===== config.mk =====
export PLATFORM = sky130hd
export DESIGN_NAME = imu_tilt_complementary_filter
export DESIGN_NICKNAME = d
export VERILOG_FILES = /design/src/hdl/itcf_pkg.sv /design/src/hdl/itcf_regs.sv /design/src/hdl/itcf_cordic.sv /design/src/hdl/itcf_mul.sv /design/src/hdl/imu_tilt_complementary_filter.sv
export SDC_FILE = /design/constraint.sdc
export NUM_CORES = 2
export LEC_CHECK = 0
export BUFFER_PORTS_ARGS = -buffer_cell sky130_fd_sc_hd__buf_2
export CORE_ASPECT_RATIO = 1.1
export CORE_MARGIN = 10
export CORE_UTILIZATION = 65
export CTS_BUF_LIST = sky130_fd_sc_hd__clkbuf_8
export CTS_CLUSTER_SIZE = 28
export DETAILED_ROUTE_END_ITERATION = 12
export GPL_TIMING_DRIVEN = 0
export PLACE_DENSITY = 0.9
export SYNTH_ARGS = -nofsm -noshare
export SYNTH_HDL_FRONTEND = slang
export SYNTH_SLANG_ARGS = --single-unit

===== constraint.sdc =====
create_clock -name i_clk -period 27.2 [get_ports i_clk]
set_input_delay 4.08 -clock i_clk [delete_from_list [all_inputs] [get_ports i_clk]]
set_output_delay 4.08 -clock i_clk [all_outputs]
set_load 0.005 [all_outputs]

===== src/hdl/itcf_pkg.sv =====
// itcf_pkg: shared widths, register map, config and CORDIC result types,
// and the arctangent table of the tilt filter.
// No dependencies.
package itcf_pkg;

    // CORDIC datapath width: 17-bit samples scaled by 256 plus gain growth
    localparam int CW   = 28;
    localparam int AW   = 32;   // angle width, 2^32 units per turn
    localparam int MA_W = 33;   // shared multiplier operand a
    localparam int MB_W = 25;   // shared multiplier operand b
    localparam int P_W  = MA_W + MB_W;
    localparam int ATAN_N = 24;

    localparam logic signed [MB_W-1:0] MAG_RECIP = 25'sd39797;   // round(65536/K)
    localparam logic signed [P_W-1:0]  RND_8     = 58'sd128;
    localparam logic signed [P_W-1:0]  RND_16    = 58'sd32768;
    localparam logic [23:0] GAIN_RST  = 24'd23301;
    localparam logic [15:0] ALPHA_RST = 16'd64225;

    typedef enum logic [2:0] {
        REG_AX_OFF = 3'd0,
        REG_AY_OFF = 3'd1,
        REG_AZ_OFF = 3'd2,
        REG_GX_OFF = 3'd3,
        REG_GY_OFF = 3'd4,
        REG_GAIN   = 3'd5,
        REG_ALPHA  = 3'd6
    } t_reg_idx;

    typedef struct packed {
        logic signed [15:0] ax_off;
        logic signed [15:0] ay_off;
        logic signed [15:0] az_off;
        logic signed [15:0] gx_off;
        logic signed [15:0] gy_off;
        logic        [23:0] gain;
        logic        [15:0] alpha;
    } t_cfg;

    typedef struct packed {
        logic                 done;
        logic [AW-1:0]        angle;
        logic signed [CW-1:0] mag;
    } t_cordic_res;

    function automatic logic [AW-1:0] atan_entry(input logic [4:0] idx);
        logic [AW-1:0] v;
        case (idx)
            5'd0:    v = 32'h20000000;
            5'd1:    v = 32'h12E4051E;
            5'd2:    v = 32'h09FB385B;
            5'd3:    v = 32'h051111D4;
            5'd4:    v = 32'h028B0D43;
            5'd5:    v = 32'h0145D7E1;
            5'd6:    v = 32'h00A2F61E;
            5'd7:    v = 32'h00517C55;
            5'd8:    v = 32'h0028BE53;
            5'd9:    v = 32'h00145F2F;
            5'd10:   v = 32'h000A2F98;
            5'd11:   v = 32'h000517CC;
            5'd12:   v = 32'h00028BE6;
            5'd13:   v = 32'h000145F3;
            5'd14:   v = 32'h0000A2FA;
            5'd15:   v = 32'h0000517D;
            5'd16:   v = 32'h000028BE;
            5'd17:   v = 32'h0000145F;
            5'd18:   v = 32'h00000A30;
            5'd19:   v = 32'h00000518;
            5'd20:   v = 32'h0000028C;
            5'd21:   v = 32'h00000146;
            5'd22:   v = 32'h000000A3;
            5'd23:   v = 32'h00000051;
            default: v = 32'h00000000;
        endcase
        return v;
    endfunction

endpackage


===== src/hdl/itcf_regs.sv =====
// itcf_regs: APB configuration registers (offsets, step gain, blend alpha).
// Depends on itcf_pkg.
module itcf_regs (
    input  logic              i_clk,
    input  logic              i_rst_n,
    input  logic              psel,
    input  logic              penable,
    input  logic              pwrite,
    input  logic [4:0]        paddr,
    input  logic [31:0]       pwdata,
    output logic [31:0]       prdata,
    output logic              pready,
    output itcf_pkg::t_cfg    o_cfg
);

    itcf_pkg::t_cfg r_cfg;
    itcf_pkg::t_reg_idx idx;

    assign idx    = itcf_pkg::t_reg_idx'(paddr[4:2]);
    assign pready = 1'b1;
    assign o_cfg  = r_cfg;

    always_ff @(posedge i_clk) begin
        if (!i_rst_n) begin
            r_cfg.ax_off <= '0;
            r_cfg.ay_off <= '0;
            r_cfg.az_off <= '0;
            r_cfg.gx_off <= '0;
            r_cfg.gy_off <= '0;
            r_cfg.gain   <= itcf_pkg::GAIN_RST;
            r_cfg.alpha  <= itcf_pkg::ALPHA_RST;
        end else if (psel && penable && pwrite) begin
            unique case (idx)
                itcf_pkg::REG_AX_OFF: r_cfg.ax_off <= pwdata[15:0];
                itcf_pkg::REG_AY_OFF: r_cfg.ay_off <= pwdata[15:0];
                itcf_pkg::REG_AZ_OFF: r_cfg.az_off <= pwdata[15:0];
                itcf_pkg::REG_GX_OFF: r_cfg.gx_off <= pwdata[15:0];
                itcf_pkg::REG_GY_OFF: r_cfg.gy_off <= pwdata[15:0];
                itcf_pkg::REG_GAIN:   r_cfg.gain   <= pwdata[23:0];
                itcf_pkg::REG_ALPHA:  r_cfg.alpha  <= pwdata[15:0];
                default: ;
            endcase
        end
    end

    always_comb begin
        unique case (idx)
            itcf_pkg::REG_AX_OFF: prdata = {16'd0, r_cfg.ax_off};
            itcf_pkg::REG_AY_OFF: prdata = {16'd0, r_cfg.ay_off};
            itcf_pkg::REG_AZ_OFF: prdata = {16'd0, r_cfg.az_off};
            itcf_pkg::REG_GX_OFF: prdata = {16'd0, r_cfg.gx_off};
            itcf_pkg::REG_GY_OFF: prdata = {16'd0, r_cfg.gy_off};
            itcf_pkg::REG_GAIN:   prdata = {8'd0, r_cfg.gain};
            itcf_pkg::REG_ALPHA:  prdata = {16'd0, r_cfg.alpha};
            default:              prdata = 32'd0;
        endcase
    end

endmodule


===== src/hdl/itcf_cordic.sv =====
// itcf_cordic: iterative vectoring CORDIC, one micro-rotation per cycle.
// Returns atan2-style angle (2^32 per turn) and K*|v|. Depends on itcf_pkg.
module itcf_cordic #(
    parameter int STEPS = 16
) (
    input  logic                          i_clk,
    input  logic                          i_rst_n,
    input  logic                          i_start,
    input  logic signed [itcf_pkg::CW-1:0] i_x,
    input  logic signed [itcf_pkg::CW-1:0] i_y,
    output itcf_pkg::t_cordic_res         o_res
);

    localparam int NSTEP = (STEPS < itcf_pkg::ATAN_N) ? STEPS : itcf_pkg::ATAN_N;
    localparam int CNT_W = (NSTEP > 1) ? $clog2(NSTEP) : 1;
    localparam logic [CNT_W-1:0] LAST = CNT_W'(NSTEP - 1);

    logic signed [itcf_pkg::CW-1:0] r_x, r_y, xs, ys;
    logic [itcf_pkg::AW-1:0]        r_z, atan_v;
    logic [CNT_W-1:0]               r_cnt;
    logic                           r_busy, r_done, r_zero;

    assign xs     = r_x >>> r_cnt;
    assign ys     = r_y >>> r_cnt;
    assign atan_v = itcf_pkg::atan_entry(5'(r_cnt));

    assign o_res.done  = r_done;
    assign o_res.angle = r_zero ? '0 : r_z;
    assign o_res.mag   = r_zero ? '0 : r_x;

    always_ff @(posedge i_clk) begin
        if (!i_rst_n) begin
            r_busy <= 1'b0;
            r_done <= 1'b0;
            r_cnt  <= '0;
        end else begin
            // one-cycle pulse after the last micro-rotation
            r_done <= !i_start && r_busy && (r_cnt == LAST);
            if (i_start) begin
                r_busy <= 1'b1;
                r_cnt  <= '0;
                r_zero <= (i_x == '0) && (i_y == '0);
                if (i_x < 0) begin
                    // left half plane: pre-rotate by half a turn
                    r_x <= -i_x;
                    r_y <= -i_y;
                    r_z <= 32'h80000000;
                end else begin
                    r_x <= i_x;
                    r_y <= i_y;
                    r_z <= '0;
                end
            end else if (r_busy) begin
                if (r_y < 0) begin
                    r_x <= r_x - ys;
                    r_y <= r_y + xs;
                    r_z <= r_z - atan_v;
                end else begin
                    r_x <= r_x + ys;
                    r_y <= r_y - xs;
                    r_z <= r_z + atan_v;
                end
                if (r_cnt == LAST) begin
                    r_busy <= 1'b0;
                end else begin
                    r_cnt <= r_cnt + 1'b1;
                end
            end
        end
    end

endmodule


===== src/hdl/itcf_mul.sv =====
// itcf_mul: shared signed multiplier with a registered product.
// Depends on itcf_pkg.
module itcf_mul (
    input  logic                             i_clk,
    input  logic signed [itcf_pkg::MA_W-1:0] i_a,
    input  logic signed [itcf_pkg::MB_W-1:0] i_b,
    output logic signed [itcf_pkg::P_W-1:0]  o_p
);

    logic signed [itcf_pkg::P_W-1:0] r_p;

    assign o_p = r_p;

    always_ff @(posedge i_clk) begin
        r_p <= i_a * i_b;
    end

endmodule


===== src/hdl/imu_tilt_complementary_filter.sv =====
// Roll/pitch complementary filter: CORDIC accel angles plus gyro integration.
// Each accepted beat takes two passes of the shared CORDIC and five products on the one shared
// multiplier; the input stalls until the result is loaded, and an unclaimed result holds the next.
// Reset (synchronous, active low) clears the estimates to zero, restores
// the default configuration and empties the result register.
module imu_tilt_complementary_filter #(
    parameter int CORDIC_STEPS = 16
) (
    input  logic               i_clk,
    input  logic               i_rst_n,
    input  logic               psel,
    input  logic               penable,
    input  logic               pwrite,
    input  logic [4:0]         paddr,
    input  logic [31:0]        pwdata,
    output logic [31:0]        prdata,
    output logic               pready,
    input  logic               i_in_valid,
    output logic               o_in_stall,
    input  logic signed [15:0] i_accel_x,
    input  logic signed [15:0] i_accel_y,
    input  logic signed [15:0] i_accel_z,
    input  logic signed [15:0] i_gyro_x,
    input  logic signed [15:0] i_gyro_y,
    output logic               o_out_valid,
    input  logic               i_out_stall,
    output logic signed [15:0] o_roll,
    output logic signed [15:0] o_pitch,
    output logic signed [15:0] o_accel_roll,
    output logic signed [15:0] o_accel_pitch
);

    typedef enum logic [3:0] {
        S_IDLE, S_CR1, S_MAG_MUL, S_MAG_ADD, S_CR2,
        S_RG_MUL, S_RG_ADD, S_RB_MUL, S_RB_ADD,
        S_PG_MUL, S_PG_ADD, S_PB_MUL, S_PB_ADD, S_FINAL
    } t_state;

    localparam int CW = itcf_pkg::CW;
    localparam int AW = itcf_pkg::AW;

    t_state                r_state;
    itcf_pkg::t_cfg        cfg;
    itcf_pkg::t_cordic_res cor;

    logic signed [16:0]    ax_c, ay_c, az_c, gx_c, gy_c;
    logic signed [16:0]    r_ax, r_gx, r_gy;
    logic signed [17:0]    nax;
    logic signed [CW-1:0]  r_mag, cor_x, cor_y, magc;
    logic                  cor_start, in_accept;
    logic [AW-1:0]         r_acc_roll, r_acc_pitch, r_est_roll, r_est_pitch;
    logic [AW-1:0]         d_roll, d_pitch, g_inc, b_inc;
    logic [16:0]           beta;
    logic signed [itcf_pkg::MA_W-1:0] mul_a;
    logic signed [itcf_pkg::MB_W-1:0] mul_b;
    logic signed [itcf_pkg::P_W-1:0]  mul_p, sum8, sum16;
    logic                  r_out_valid;
    logic [15:0]           r_roll, r_pitch, r_accel_roll, r_accel_pitch;
    logic [AW-1:0]         rnd_roll, rnd_pitch, rnd_aroll, rnd_apitch;

    itcf_regs u_regs (
        .i_clk   (i_clk),
        .i_rst_n (i_rst_n),
        .psel    (psel),
        .penable (penable),
        .pwrite  (pwrite),
        .paddr   (paddr),
        .pwdata  (pwdata),
        .prdata  (prdata),
        .pready  (pready),
        .o_cfg   (cfg)
    );

    itcf_cordic #(.STEPS(CORDIC_STEPS)) u_cordic (
        .i_clk   (i_clk),
        .i_rst_n (i_rst_n),
        .i_start (cor_start),
        .i_x     (cor_x),
        .i_y     (cor_y),
        .o_res   (cor)
    );

    itcf_mul u_mul (
        .i_clk (i_clk),
        .i_a   (mul_a),
        .i_b   (mul_b),
        .o_p   (mul_p)
    );

    assign o_in_stall = (r_state != S_IDLE);
    assign in_accept  = i_in_valid && !o_in_stall;

    // offset-corrected samples, exact in 17 bits
    assign ax_c = {i_accel_x[15], i_accel_x} - {cfg.ax_off[15], cfg.ax_off};
    assign ay_c = {i_accel_y[15], i_accel_y} - {cfg.ay_off[15], cfg.ay_off};
    assign az_c = {i_accel_z[15], i_accel_z} - {cfg.az_off[15], cfg.az_off};
    assign gx_c = {i_gyro_x[15], i_gyro_x} - {cfg.gx_off[15], cfg.gx_off};
    assign gy_c = {i_gyro_y[15], i_gyro_y} - {cfg.gy_off[15], cfg.gy_off};

    assign nax   = -{r_ax[16], r_ax};
    assign sum8  = mul_p + itcf_pkg::RND_8;
    assign sum16 = mul_p + itcf_pkg::RND_16;
    assign magc  = sum16[CW+15:16];
    assign g_inc = sum8[AW+7:8];
    assign b_inc = sum16[AW+15:16];
    assign beta  = 17'h10000 - {1'b0, cfg.alpha};

    assign d_roll  = r_acc_roll - r_est_roll;
    assign d_pitch = r_acc_pitch - r_est_pitch;

    // roll pass starts on the accepted beat, pitch pass after the gain fix-up
    assign cor_start = in_accept || (r_state == S_MAG_ADD);
    always_comb begin
        if (r_state == S_MAG_ADD) begin
            cor_x = magc;
            cor_y = {{(CW-26){nax[17]}}, nax, 8'd0};
        end else begin
            cor_x = {{(CW-25){ay_c[16]}}, ay_c, 8'd0};
            cor_y = {{(CW-25){az_c[16]}}, az_c, 8'd0};
        end
    end

    always_comb begin
        unique case (r_state)
            S_MAG_MUL: begin
                mul_a = {{(itcf_pkg::MA_W-CW){r_mag[CW-1]}}, r_mag};
                mul_b = itcf_pkg::MAG_RECIP;
            end
            S_RG_MUL: begin
                mul_a = {{(itcf_pkg::MA_W-17){r_gx[16]}}, r_gx};
                mul_b = {1'b0, cfg.gain};
            end
            S_PG_MUL: begin
                mul_a = {{(itcf_pkg::MA_W-17){r_gy[16]}}, r_gy};
                mul_b = {1'b0, cfg.gain};
            end
            S_RB_MUL: begin
                mul_a = {d_roll[AW-1], d_roll};
                mul_b = {8'd0, beta};
            end
            S_PB_MUL: begin
                mul_a = {d_pitch[AW-1], d_pitch};
                mul_b = {8'd0, beta};
            end
            default: begin
                mul_a = '0;
                mul_b = '0;
            end
        endcase
    end

    assign rnd_roll   = r_est_roll + 32'h8000;
    assign rnd_pitch  = r_est_pitch + 32'h8000;
    assign rnd_aroll  = r_acc_roll + 32'h8000;
    assign rnd_apitch = r_acc_pitch + 32'h8000;

    always_ff @(posedge i_clk) begin
        if (!i_rst_n) begin
            r_state     <= S_IDLE;
            r_out_valid <= 1'b0;
            r_est_roll  <= '0;
            r_est_pitch <= '0;
        end else begin
            // the final state reloads the result register itself
            if (r_out_valid && !i_out_stall && (r_state != S_FINAL)) begin
                r_out_valid <= 1'b0;
            end
            unique case (r_state)
                S_IDLE: begin
                    if (in_accept) begin
                        r_ax    <= ax_c;
                        r_gx    <= gx_c;
                        r_gy    <= gy_c;
                        r_state <= S_CR1;
                    end
                end
                S_CR1: begin
                    if (cor.done) begin
                        r_acc_roll <= cor.angle;
                        r_mag      <= cor.mag;
                        r_state    <= S_MAG_MUL;
                    end
                end
                S_MAG_MUL: r_state <= S_MAG_ADD;
                S_MAG_ADD: r_state <= S_CR2;
                S_CR2: begin
                    if (cor.done) begin
                        r_acc_pitch <= cor.angle;
                        r_state     <= S_RG_MUL;
                    end
                end
                S_RG_MUL: r_state <= S_RG_ADD;
                S_RG_ADD: begin
                    r_est_roll <= r_est_roll + g_inc;
                    r_state    <= S_RB_MUL;
                end
                S_RB_MUL: r_state <= S_RB_ADD;
                S_RB_ADD: begin
                    r_est_roll <= r_est_roll + b_inc;
                    r_state    <= S_PG_MUL;
                end
                S_PG_MUL: r_state <= S_PG_ADD;
                S_PG_ADD: begin
                    r_est_pitch <= r_est_pitch + g_inc;
                    r_state     <= S_PB_MUL;
                end
                S_PB_MUL: r_state <= S_PB_ADD;
                S_PB_ADD: begin
                    r_est_pitch <= r_est_pitch + b_inc;
                    r_state     <= S_FINAL;
                end
                S_FINAL: begin
                    // hold here only while the previous beat is still unclaimed
                    if (!r_out_valid || !i_out_stall) begin
                        r_roll        <= rnd_roll[31:16];
                        r_pitch       <= rnd_pitch[31:16];
                        r_accel_roll  <= rnd_aroll[31:16];
                        r_accel_pitch <= rnd_apitch[31:16];
                        r_out_valid   <= 1'b1;
                        r_state       <= S_IDLE;
                    end
                end
                default: r_state <= S_IDLE;
            endcase
        end
    end

    assign o_out_valid   = r_out_valid;
    assign o_roll        = r_roll;
    assign o_pitch       = r_pitch;
    assign o_accel_roll  = r_accel_roll;
    assign o_accel_pitch = r_accel_pitch;

`ifndef ASSERT_OFF
    a_done_expected: assert property (@(posedge i_clk) disable iff (!i_rst_n)
        cor.done |-> (r_state == S_CR1 || r_state == S_CR2))
        else $error("CORDIC finished outside a wait state");

    a_busy_after_accept: assert property (@(posedge i_clk) disable iff (!i_rst_n)
        in_accept |=> o_in_stall)
        else $error("input not stalled after an accepted beat");

    a_result_from_final: assert property (@(posedge i_clk) disable iff (!i_rst_n)
        $rose(r_out_valid) |-> $past(r_state == S_FINAL))
        else $error("result loaded outside the final state");

    a_no_start_while_busy: assert property (@(posedge i_clk) disable iff (!i_rst_n)
        cor_start |-> (r_state == S_IDLE || r_state == S_MAG_ADD))
        else $error("CORDIC started from an unexpected state");
`endif

endmodule


==> results.toml <==
[die]
dieArea_sq_um = 116000
core-area_sq_um = 102000
row_count = 123
die_w_um = 325
initial_core_util_pct = 65.4
fp.dieH_um = 356
ios = 223

[sta]
whs_ns = 0.458
tightest_slew_ns = 1.45
timing.final.crit_share_pct = 48.8
setup_violations = 0
finalHoldViolCount = 0
drv_slew = 0
rsz0062_at_grt = "false"
clock_skew_ns = 0.0833
maxSlewHeadroom_pct = 0.398
fin_crit_ns = 13.28
fmax_ghz = 0.0753
tns_ns = 0

[cts]
cts.htree.levels = 3
postCtsResizedCells = 0
path_clk_slew_ns = 0.07
cts_buffers = 96
clk_latency_ns = 0.84
cts_tree = "yes"
cts_sinks = 562
clockBufferDepth = 3
clockRootBuffer = "clkbuf_8"
cts_setup_buffers = 0
postCtsHoldBufs = 0

[run_status]
failed_checks = "capacitance limit"
status = "complete, but fails checks"

[placement]
place_congestion = 1.10
detailed_place_hpwl_um = 213000
dp_cells = 9474
port_buffers = 202

[route]
antenna_left = 0
via_per_inst = 6.39
drt_iter0_drc = 7490
wl_per_cell_um = 26.9
via_count = 61800
wl_um = 260000
post-route-drc-count = 0
first_pass_iters = 10

[layout]
layout.cells.non_filler = 9664
final_cell_mix = "1238 x nand2_1, 1171 x inv_1, 702 x fa_1"
fillers = 8018
final_common_cell = "nand2_1"
post-route-util_pct = 70.6
drive_gt1_share_pct = 6.73
fin_nets = 9468
area_growth_pct = 7.99

[grt]
grt_max_degree = 65
grt_pass1_wl_um = 382000
antenna_found_initial = 24
grt_pass1_vias = 61900
grtUsageTotal_pct = 44.0
overflow = 0

[synthesis]
ys_seq_area_share_pct = 21.3
synthSimpleGateAreaFrac_pct = 17.0
synth_compound_area_share_pct = 13.1
synth-seq-cells = 562
yosys-top-cells-area = "fa_1 21%, edfxtp_1 13%, ha_1 8.3%"
synth_edf_count = 296
synth-async-reset-ratio_pct = 0
synth_top_family_by_area = "adder cells"
muxShareOfSynthArea_pct = 3.79
synth_xor_area_share_pct = 6.93
synth.distinct_cells = 102
synthesis.area_sq_um = 66700
syn_inst = 7855
ys.flop_type = "edfxtp_1"
synthAdderAreaFrac_pct = 29.4
yosysTopAreaCell = "fa_1"
synth_top_area_share_pct = 21.1
yosys_warnings = 0
synth.avg_cell_area_sq_um = 8.49

[critical_path]
worstReg2RegStart = "r_state[2]"
startpoint = "r_state[2]"
cp_max_fo = 10
crit_path_end = "u_mul.o_p[47]"
reg2reg_slack_ns = 13.92
slowest_delay_ns = 0.96
r2r-end = "u_mul.o_p[47]"
end_kind = "flip-flop"
start_kind = "flip-flop"
cp.required_ns = 27.94
crit_top_cell = "fa_1"
crit_type = "flip-flop to flip-flop"
cpMaxStageDelayCell = "nand3_1"
reg2regPathDepth = 33
crit_arrival_ns = 14.02

[pwr]
p_per_area_nw_per_um2 = 63.8
power.leakage_nw = 31.5
ir_worst_vdd_mv = 0.153

[hold_path]
hp-class = "flip-flop to flip-flop"

[flow_run]
max-cap-violations = 1
## layer usage
layer	vias up	global-route usage (%)	wire length [um]
li1	26500	-	-
met1	29700	50.4	87600
met2	4323	67.8	113000
met3	1216	13.1	32800
met4	28	36.3	26100
met5	-	0.710	277
## logic make-up (layout without fill, tap and decap cells)
kind of cell / after synthesis / count (layout)
xor gates and xnor gates: 526 / 526
buffers and inverters: 1475 / 1886
other: 2 / 25
AOI/OAI and AO/OA: 1401 / 1401
DFF: 562 / 562
muxes: 186 / 186
adders and majority gates: 1146 / 1146
and+or+nand+nor: 2557 / 2557
## power breakdown
part           leakage (nW)  switching [W]  total (W)  internal (W)
sequential             4.88       0.000150    0.00123       0.00108
combinational          25.5        0.00153    0.00251      0.000979
clock                  1.15       0.000412   0.000856      0.000444
total                  31.5        0.00209    0.00460       0.00250
## worst max-delay path: cells and delay by family (launching register included)
kind	cells	cell delay [ns]
fa+ha+maj	8	3.83
compound gates	9	2.35
simple gates	6	2.97
flops	1	0.31
buf+inv	8	3.42
xor+xnor	2	0.35
## state kept, by name, indices dropped and copies added, names as in the netlist, 28 cells and up
name	count
u_cordic.r_z	32
u_cordic.r_y	28
r_est_pitch	32
u_cordic.atan_v	30
u_mul.o_p	41
u_regs.o_cfg	120
u_cordic.r_x	28
r_est_roll	32
r_acc_roll	32
r_acc_pitch	32
r_mag	28
## layout make-up
cell class / instances / area, sq um / area share (%)
inverters: 1148 / 4310 / 5.98
clock buffers: 110 / 1510 / 2.10
flip-flops and latches: 562 / 14200 / 19.7
plain buffers: 327 / 1310 / 1.81
repair buffers: 238 / 1380 / 1.91
multi-input cells: 5825 / 47000 / 65.2
well taps: 1375 / 1720 / 2.39
diodes: 16 / 40.0 / 0.0556
clock inverters: 63 / 552 / 0.766
## synth_stat cells (33+ instances only)
| cell | count |
|---|---|
| edfxtp_1 | 296 |
| o21bai_1 | 38 |
| inv_1 | 1147 |
| a21boi_0 | 40 |
| nor2b_1 | 115 |
| fa_1 | 702 |
| a211oi_1 | 34 |
| dfxtp_1 | 266 |
| nor2_1 | 574 |
| and2_1 | 89 |
| xnor2_1 | 362 |
| mux2i_1 | 111 |
| a21o_1 | 117 |
| nand3_1 | 127 |
| o21ai_0 | 279 |
| mux4_2 | 51 |
| a21oi_1 | 522 |
| a31oi_1 | 56 |
| or3_1 | 33 |
| nor3_1 | 99 |
| and3_1 | 67 |
| ha_1 | 444 |
| clkbuf_1 | 270 |
| o21a_1 | 52 |
| nand2_1 | 1238 |
| nand4_1 | 39 |
| nand2b_1 | 66 |
| xor2_1 | 163 |
## worst min-delay path by stage
stage                   endpoint         startpoint  slack, ns  cells past startpoint
2_1_floorplan  u_regs.o_cfg[100]  u_regs.o_cfg[100]       0.44                      2
3_3_place_gp   u_regs.o_cfg[100]  u_regs.o_cfg[100]       0.44                      2
3_5_place_dp   u_regs.o_cfg[100]  u_regs.o_cfg[100]       0.45                      2
4_1_cts         u_regs.o_cfg[43]   u_regs.o_cfg[43]       0.46                      2
5_1_grt         u_regs.o_cfg[43]   u_regs.o_cfg[43]       0.47                      2
6_report        u_regs.o_cfg[89]   u_regs.o_cfg[89]       0.46                      2
## metrics by stage
stage          total power, W  setup slack [ns]  cell area, sq um
6_report              0.00460             13.92             72000
5_1_grt               0.00482             14.07             72000
3_3_place_gp          0.00356             11.94             69500
2_1_floorplan         0.00293             16.27             66700
4_1_cts               0.00449             14.68             72000
3_5_place_dp          0.00364             14.75             69900
Power figures use the tool's default switching activity.
